[src/rtl/core/cascading_prescaled_timers_unit_assert.svh]
// Assertion macros for the cascade timer unit.
`ifndef CASCADING_PRESCALED_TIMERS_UNIT_ASSERT_SVH
`define CASCADING_PRESCALED_TIMERS_UNIT_ASSERT_SVH

// Same-cycle implication, sampled on clk_i, off during reset.
`define CPT_ASSERT_IMPL(label, ante, cons) \
  label: assert property (@(posedge clk_i) disable iff (!rst_ni) (ante) |-> (cons)) \
    else $error("cascade timer assertion failed");

// Next-cycle implication, sampled on clk_i, off during reset.
`define CPT_ASSERT_NEXT(label, ante, cons) \
  label: assert property (@(posedge clk_i) disable iff (!rst_ni) (ante) |=> (cons)) \
    else $error("cascade timer assertion failed");

`endif

[src/rtl/core/cpt_pkg.sv]
// Types, codes and helpers shared by the cascade timer unit.
`default_nettype none
package cpt_pkg;

  typedef enum logic [1:0] {
    KIND_TICK  = 2'd0,
    KIND_WRITE = 2'd1,
    KIND_READ  = 2'd2
  } cpt_kind_e;

  typedef enum logic [1:0] {
    PRESC_DIV1    = 2'd0,
    PRESC_DIV64   = 2'd1,
    PRESC_DIV256  = 2'd2,
    PRESC_DIV1024 = 2'd3
  } cpt_presc_e;

  localparam logic [15:0] CTL_WRITE_MASK = 16'h00C7;
  localparam logic [15:0] COUNT_MAX      = 16'hFFFF;

  typedef struct packed {
    logic       start;
    logic       irq_en;
    logic       cascade;
    cpt_presc_e presc;
  } cpt_ctrl_t;

  typedef struct packed {
    logic [1:0]  kind;
    logic [2:0]  reg_index;
    logic [15:0] write_data;
  } cpt_in_t;

  typedef struct packed {
    logic [3:0]  irq_pulse;
    logic [3:0]  overflow_pulse;
    logic [15:0] read_data;
  } cpt_out_t;

  function automatic logic [10:0] cpt_divisor(cpt_presc_e sel);
    logic [10:0] div;
    case (sel)
      PRESC_DIV1:    div = 11'd1;
      PRESC_DIV64:   div = 11'd64;
      PRESC_DIV256:  div = 11'd256;
      PRESC_DIV1024: div = 11'd1024;
      default:       div = 11'd1;
    endcase
    return div;
  endfunction

endpackage
`default_nettype wire

[src/rtl/core/cpt_chan_if.sv]
// Valid/ready channel carrying one payload per transaction.
`default_nettype none
interface cpt_chan_if #(
  parameter type payload_t = logic
);
  logic     valid;
  logic     ready;
  payload_t payload;

  modport source (output valid, output payload, input ready);
  modport sink   (input valid, input payload, output ready);
endinterface
`default_nettype wire

[src/rtl/core/cascading_prescaled_timers_unit.sv]
// Four-channel cascading prescaled timer unit: top level.
// Each transaction goes through the input register and then the result register.
// Throughput: one transaction per cycle while the result side is ready; the critical path
// is the overflow carry rippling through the chained 16-bit counters inside the tick update.
// Reset (rst_ni low, asynchronous): all counters, reloads, prescalers and controls
// clear to zero, every timer stopped, both pipeline registers empty.
`default_nettype none
module cascading_prescaled_timers_unit
  import cpt_pkg::*;
#(
  parameter int NUM_TIMERS = 4
) (
  input  wire        clk_i,
  input  wire        rst_ni,
  cpt_chan_if.sink   in_i,
  cpt_chan_if.source out_o
);

  // Pipeline control
  logic     in_valid_q;
  cpt_in_t  in_q;
  logic     out_valid_q;
  cpt_out_t out_q;
  logic     advance;
  logic     in_ready;

  // Timer state
  logic [15:0] reload_q [NUM_TIMERS];
  logic [15:0] reload_d [NUM_TIMERS];
  logic [15:0] live_q   [NUM_TIMERS];
  logic [15:0] live_d   [NUM_TIMERS];
  logic [9:0]  presc_q  [NUM_TIMERS];
  logic [9:0]  presc_d  [NUM_TIMERS];
  cpt_ctrl_t   ctrl_q   [NUM_TIMERS];
  cpt_ctrl_t   ctrl_d   [NUM_TIMERS];

  cpt_out_t    result;
  logic [1:0]  tsel;
  logic [15:0] wmask;

  // The item in the input register moves on whenever the result register is
  // free or being drained this cycle.
  assign advance  = in_valid_q && (!out_valid_q || out_o.ready);
  assign in_ready = !in_valid_q || advance;

  assign in_i.ready    = in_ready;
  assign out_o.valid   = out_valid_q;
  assign out_o.payload = out_q;

  assign tsel  = in_q.reg_index[2:1];
  assign wmask = in_q.write_data & CTL_WRITE_MASK;

  // Single-pass update of all timers for the registered item.
  always_comb begin
    logic        carry;
    logic        inc;
    logic [10:0] pc;
    for (int i = 0; i < NUM_TIMERS; i++) begin
      reload_d[i] = reload_q[i];
      live_d[i]   = live_q[i];
      presc_d[i]  = presc_q[i];
      ctrl_d[i]   = ctrl_q[i];
    end
    result = '0;
    carry  = 1'b0;
    inc    = 1'b0;
    pc     = '0;
    case (in_q.kind)
      KIND_TICK: begin
        // Free-running timers step on their prescaler; chained timers step
        // on the overflow of the timer below. Timer 0 never chains.
        for (int i = 0; i < NUM_TIMERS; i++) begin
          inc = 1'b0;
          pc  = {1'b0, presc_q[i]} + 11'd1;
          if (ctrl_q[i].start && !((i > 0) && ctrl_q[i].cascade)) begin
            if (pc >= cpt_divisor(ctrl_q[i].presc)) begin
              presc_d[i] = '0;
              inc        = 1'b1;
            end else begin
              presc_d[i] = pc[9:0];
            end
          end else if (ctrl_q[i].start) begin
            inc = carry;
          end
          carry = 1'b0;
          if (inc) begin
            if (live_q[i] == COUNT_MAX) begin
              live_d[i]                = reload_q[i];
              result.overflow_pulse[i] = 1'b1;
              result.irq_pulse[i]      = ctrl_q[i].irq_en;
              carry                    = 1'b1;
            end else begin
              live_d[i] = live_q[i] + 16'd1;
            end
          end
        end
      end
      KIND_WRITE: begin
        for (int i = 0; i < NUM_TIMERS; i++) begin
          if (tsel == 2'(i)) begin
            if (!in_q.reg_index[0]) begin
              reload_d[i] = in_q.write_data;
            end else begin
              ctrl_d[i].presc   = cpt_presc_e'(wmask[1:0]);
              ctrl_d[i].cascade = wmask[2];
              ctrl_d[i].irq_en  = wmask[6];
              ctrl_d[i].start   = wmask[7];
              // Start edge: restart from reload with a fresh prescaler.
              if (wmask[7] && !ctrl_q[i].start) begin
                live_d[i]  = reload_q[i];
                presc_d[i] = '0;
              end
            end
          end
        end
      end
      KIND_READ: begin
        for (int i = 0; i < NUM_TIMERS; i++) begin
          if (tsel == 2'(i)) begin
            result.read_data = live_q[i];
          end
        end
      end
      default: begin
        result = '0;
      end
    endcase
  end

  always_ff @(posedge clk_i or negedge rst_ni) begin
    if (!rst_ni) begin
      in_valid_q  <= 1'b0;
      out_valid_q <= 1'b0;
    end else begin
      if (in_i.valid && in_ready) begin
        in_valid_q <= 1'b1;
      end else if (advance) begin
        in_valid_q <= 1'b0;
      end
      if (advance) begin
        out_valid_q <= 1'b1;
      end else if (out_o.ready) begin
        out_valid_q <= 1'b0;
      end
    end
  end

  always_ff @(posedge clk_i) begin
    if (in_i.valid && in_ready) begin
      in_q <= in_i.payload;
    end
    if (advance) begin
      out_q <= result;
    end
  end

  // State only commits when the registered transaction moves on.
  always_ff @(posedge clk_i or negedge rst_ni) begin
    if (!rst_ni) begin
      for (int i = 0; i < NUM_TIMERS; i++) begin
        reload_q[i] <= '0;
        live_q[i]   <= '0;
        presc_q[i]  <= '0;
        ctrl_q[i]   <= '0;
      end
    end else if (advance) begin
      for (int i = 0; i < NUM_TIMERS; i++) begin
        reload_q[i] <= reload_d[i];
        live_q[i]   <= live_d[i];
        presc_q[i]  <= presc_d[i];
        ctrl_q[i]   <= ctrl_d[i];
      end
    end
  end

  // Checks
  logic start_rise0;
  assign start_rise0 = advance && (in_q.kind == KIND_WRITE) && (tsel == 2'd0) &&
                       in_q.reg_index[0] && in_q.write_data[7] && !ctrl_q[0].start;

`include "cascading_prescaled_timers_unit_assert.svh"

  `CPT_ASSERT_IMPL(a_irq_within_ovf, out_valid_q,
                   (out_q.irq_pulse & ~out_q.overflow_pulse) == 4'd0)
  `CPT_ASSERT_NEXT(a_rd_zero_unless_read, advance && (in_q.kind != KIND_READ),
                   out_q.read_data == 16'd0 && out_valid_q)
  `CPT_ASSERT_IMPL(a_stall_only_when_full, !in_ready,
                   in_valid_q && out_valid_q && !out_o.ready)
  `CPT_ASSERT_NEXT(a_start_loads_reload, start_rise0,
                   live_q[0] == $past(reload_q[0]) && presc_q[0] == 10'd0)

endmodule
`default_nettype wire

[src/flat_wrapper.sv]
// flat-port wrapper written by rule: the top's interface ports become plain ports
module cascading_prescaled_timers_unit_flat import cpt_pkg::*;
#(
  parameter int NUM_TIMERS = 4
)
  (clk_i, rst_ni, in_i_valid, in_i_payload, in_i_ready, out_o_valid, out_o_payload, out_o_ready);
  cpt_chan_if #(.payload_t(cpt_in_t)) in_i_i ();
  cpt_chan_if #(.payload_t(cpt_out_t)) out_o_i ();
  input  wire clk_i;
  input  wire rst_ni;
  input wire logic [$bits(in_i_i.valid)-1:0] in_i_valid;
  input wire logic [$bits(in_i_i.payload)-1:0] in_i_payload;
  output wire logic [$bits(in_i_i.ready)-1:0] in_i_ready;
  output wire logic [$bits(out_o_i.valid)-1:0] out_o_valid;
  output wire logic [$bits(out_o_i.payload)-1:0] out_o_payload;
  input wire logic [$bits(out_o_i.ready)-1:0] out_o_ready;
  assign in_i_i.valid = in_i_valid;
  assign in_i_i.payload = in_i_payload;
  assign in_i_ready = in_i_i.ready;
  assign out_o_valid = out_o_i.valid;
  assign out_o_payload = out_o_i.payload;
  assign out_o_i.ready = out_o_ready;
  cascading_prescaled_timers_unit #(.NUM_TIMERS(NUM_TIMERS)) u_core (.clk_i(clk_i), .rst_ni(rst_ni), .in_i(in_i_i), .out_o(out_o_i));
endmodule
[config.mk]
export PLATFORM = sky130hd
export DESIGN_NAME = cascading_prescaled_timers_unit_flat
export DESIGN_NICKNAME = d
export VERILOG_FILES = /design/src/rtl/core/cpt_pkg.sv /design/src/rtl/core/cpt_chan_if.sv /design/src/rtl/core/cascading_prescaled_timers_unit.sv /design/src/flat_wrapper.sv
export VERILOG_INCLUDE_DIRS = /design/src /design/src/rtl/core
export SDC_FILE = /design/constraint.sdc
export NUM_CORES = 1
export LEC_CHECK = 0
export BUFFER_PORTS_ARGS = -buffer_cell sky130_fd_sc_hd__buf_2
export CAP_MARGIN = 40
export CORE_MARGIN = 4
export CORE_UTILIZATION = 40
export CTS_BUF_LIST = sky130_fd_sc_hd__clkbuf_8
export DETAILED_ROUTE_END_ITERATION = 10
export GPL_TIMING_DRIVEN = 0
export PLACE_DENSITY = 0.66
export SLEW_MARGIN = 10
export SYNTH_ARGS = -nofsm -noshare
export SYNTH_HDL_FRONTEND = slang
export SYNTH_SLANG_ARGS = --single-unit
[constraint.sdc]
create_clock -name clk_i -period 3.3 [get_ports clk_i]
set_input_delay 0 -clock clk_i [delete_from_list [all_inputs] [get_ports clk_i]]
set_output_delay 0 -clock clk_i [all_outputs]
set_load 0.02 [all_outputs]
==> impl_metrics.ini <==
[global_route]
grt.overflow.total = 0
grt_max_degree = 100
track_usage_pct = 20.8
grt_pass1_vias = 10000
antenna_found_initial = 0
grt_pass1_wl_microns = 56100

[power_and_ir_drop]
ir_worst_vdd_uv = 406
p_leak_nw = 6.38
power_density_nw_per_um2 = 581

[final_layout]
n_antenna_cell = 0
fin_util_pct = 51.6
synthToLayoutAreaGrowth_pct = 25.9
design_area_sq_um = 15400
final_cells = 1787
drive_gt1_share_pct = 29.9
layout.nets = 1414
fillerInstances = 2654

[floorplan]
start_util_pct = 41.0
coreArea_sq_um = 29900
die_width_microns = 183
die_y_microns = 183
die_area_sq_um = 33500
rows = 63
boundaryPins = 51

[job]
maxCapViolCount = 0

[clock_network]
ctsHtreeMaxLevel = 2
worstSkewPairLatency_ps = 560
numCtsBuffers = 42
clk_pin_slew_worst_paths_ps = 60
cts-root-buf = clkbuf_8
clkSinkCount = 234
cts_tree = done
cts.path.max_buffers = 3

[route]
final_antenna_net_count = 0
wl_microns = 36500
drc = 0
vias_per_cell = 5.89
vias = 10500
drt_iter0_drc = 1017
wl_per_cell_microns = 20.4
drtPass1Iterations = 6

[timing]
finalHoldViolations = 0
timing.final.ws_setup_ps = -195
slew_viol_final = 0
rsz0062_at_grt = yes
setup_tns_ps = -4590
slew-limit-headroom_pct = 35.1
maxClockFrequency_ghz = 0.286
period_share_pct = 106
skew_ps = 34.6
worst_pin_slew_ps = 970
min_period_ps = 3490
setup_viol = 55

[setup_path]
path_delay_family = compound AO/OA/AOI/OAI gates
worstSetupPathType = flip-flop to flip-flop
required_ps = 3730
cp.arrival_ps = 3930
path_cells = and4_4 -> buf_6 -> and4_4 -> xor2_4 -> ha_4 -> and4b_1 -> a2111o_1 -> a221oi_4 -> nor2_4 -> o211ai_1 -> o21ba_4 -> buf_6 -> nor2_2 -> o22a_1
start_kind = flip-flop
critPathLaunch = u_core.presc_q[34]
timing.rr.start = u_core.presc_q[34]
critPathBufInv = 2
cpPeakStageDelay_ps = 410
cpMaxStageDelayCell = a221oi_4
cp-end-kind = flip-flop
crit_fanout = 6

[run_status]
violations = negative setup slack
status = finished, violations left

[yosys]
ys_seq_area_share_pct = 49.7
synth_ff_type = dfrtp_1
syn_area_sq_um = 12200
syn_avg_cell_area_sq_um = 10.3
synthDistinctLibCells = 76
ys_ff_latch = 234
yosysWarnings = 0
async_flop_share_pct = 80.8
syn_inst = 1188
synth_edf_count = 45
syn_nets = 1237

[place]
post_dp_cell_area_sq_um = 13100
post-dp-hpwl_microns = 24100
gp_congestion = 0.899
io_buffer_count = 50
place_ws_ps = -635
dpl.cell_count = 1632

[worst_hold_path]
hp-class = input port to asynchronous set/reset pin
-- cells in the mapped netlist, types with 6 or more instances --
master	n	area, sq um
mux4_2	16	360
a31oi_1	8	50.1
xor2_1	9	78.8
nand4_1	23	144
o22ai_1	11	68.8
a32o_1	7	70.1
o31ai_1	20	150
buf_1	7	26.3
o221ai_1	6	52.6
nand2b_1	26	163
nor2b_1	24	150
buf_2	7	35.0
inv_1	22	82.6
o41ai_1	6	52.6
nor4_1	7	43.8
ha_1	24	300
nand2_1	96	360
dfrtp_1	189	4730
nand3_1	49	245
mux2_2	84	946
and3_1	29	181
edfxtp_1	45	1350
nor2_1	98	368
o211ai_1	6	45.0
and2_1	12	75.1
clkbuf_1	35	131
o21ai_0	112	561
or3_1	6	37.5
a21oi_1	82	410
nor3_1	27	135
-- timing repair --
action,in CTS,in global routing
cloned,3,7
gates resized for setup,61,175
hold endpoints to repair,116,0
setup buffers,26,22
endpoints found under the setup margin,97,119
hold buffers,25,0
pin swaps,21,36
-- layout by cell type (no fill, tap or decap), drive strengths merged, types with 5 or more instances in the layout --
| cell type | netlist | routed |
|---|---|---|
| o22a | 5 | 5 |
| edfxtp | 45 | 45 |
| o31ai | 20 | 20 |
| nor2 | 100 | 100 |
| nor3b | 5 | 5 |
| o41ai | 6 | 6 |
| a21oi | 83 | 84 |
| nand4 | 23 | 23 |
| mux2i | 5 | 5 |
| or3 | 6 | 6 |
| o221ai | 6 | 6 |
| a32o | 7 | 7 |
| o21ai | 116 | 116 |
| xnor2 | 5 | 5 |
| xor2 | 9 | 9 |
| dlygate4sd3 | 0 | 25 |
| dfrtp | 189 | 189 |
| o211ai | 6 | 6 |
| nand3b | 5 | 5 |
| clkinv | 0 | 8 |
| nor2b | 24 | 24 |
| inv | 22 | 34 |
| nor4 | 7 | 7 |
| and3 | 29 | 29 |
| nand3 | 50 | 50 |
| mux2 | 84 | 84 |
| buf | 19 | 126 |
| ha | 24 | 24 |
| nor3 | 27 | 27 |
| nand2b | 26 | 26 |
| nand2 | 96 | 96 |
| clkbuf | 35 | 88 |
| a31oi | 8 | 8 |
| and2 | 12 | 13 |
| mux4 | 16 | 16 |
| o22ai | 11 | 11 |
-- power by group --
group / switching [mW] / internal [mW]
registers: 0.714 / 3.51
logic: 0.987 / 1.02
clock network: 1.24 / 1.47
-- layer usage --
layer	share of wire, %	up-vias	global-route usage [%]	routed length (microns)
met1	42	5164	29.4	15400
met2	46	477	32.5	16800
li1	-	4799	-	-
met3	7.9	89	3.79	2880
met5	0	-	0	0
met4	3.8	0	7.45	1370
-- per-stage QoR --
stage | hold slack (ps) | power, mW
global placement | 176 | 5.69
floorplan | -296 | 5.12
detailed placement | 61.5 | 5.77
global route | 94.6 | 9.40
finish | 36.9 | 8.95
CTS | 70.9 | 8.68
-- final timing paths --
path	end	slack, ps	cells past startpoint
min	u_core.presc_q[14]	40	2
min in group clk_i	u_core.in_q[6]	140	2
max reg2reg	u_core.live_q[30]	-190	14
max	u_core.live_q[30]	-190	14
min reg2reg	u_core.out_o.valid	480	1
max in group asynchronous	u_core.reload_q[20]	2310	3
-- sequential cells by signal (all words and copies together) (netlist names) --
name                  count
u_core.live_q            64
u_core.reload_q          64
u_core.presc_q           40
u_core.out_o.payload     24
u_core.in_q              21
u_core.ctrl_q            19
u_core.in_valid_q         1
u_core.out_o.valid        1
-- kinds of logic after synthesis --
logic type	after synthesis	share of synthesized area, %
adders and majority gates	24	2.45
DFF	234	49.7
buffers and inverters	76	2.62
xor gates and xnor gates	14	1.00
AOI/OAI and AO/OA	307	15.6
and+or+nand+nor	428	17.6
muxes	105	11.1
-- final cells by class --
class                   instances  area, sq um  area share, %
inverters                      22         82.6          0.536
repair buffers                132         1070           6.93
flip-flops and latches        234         6090           39.5
clock buffers                  54          743           4.83
clock inverters                22          101          0.658
multi-input cells             880         6510           42.3
well taps                     390          488           3.17
plain buffers                  53          315           2.05
Power figures use the tool's default switching activity.
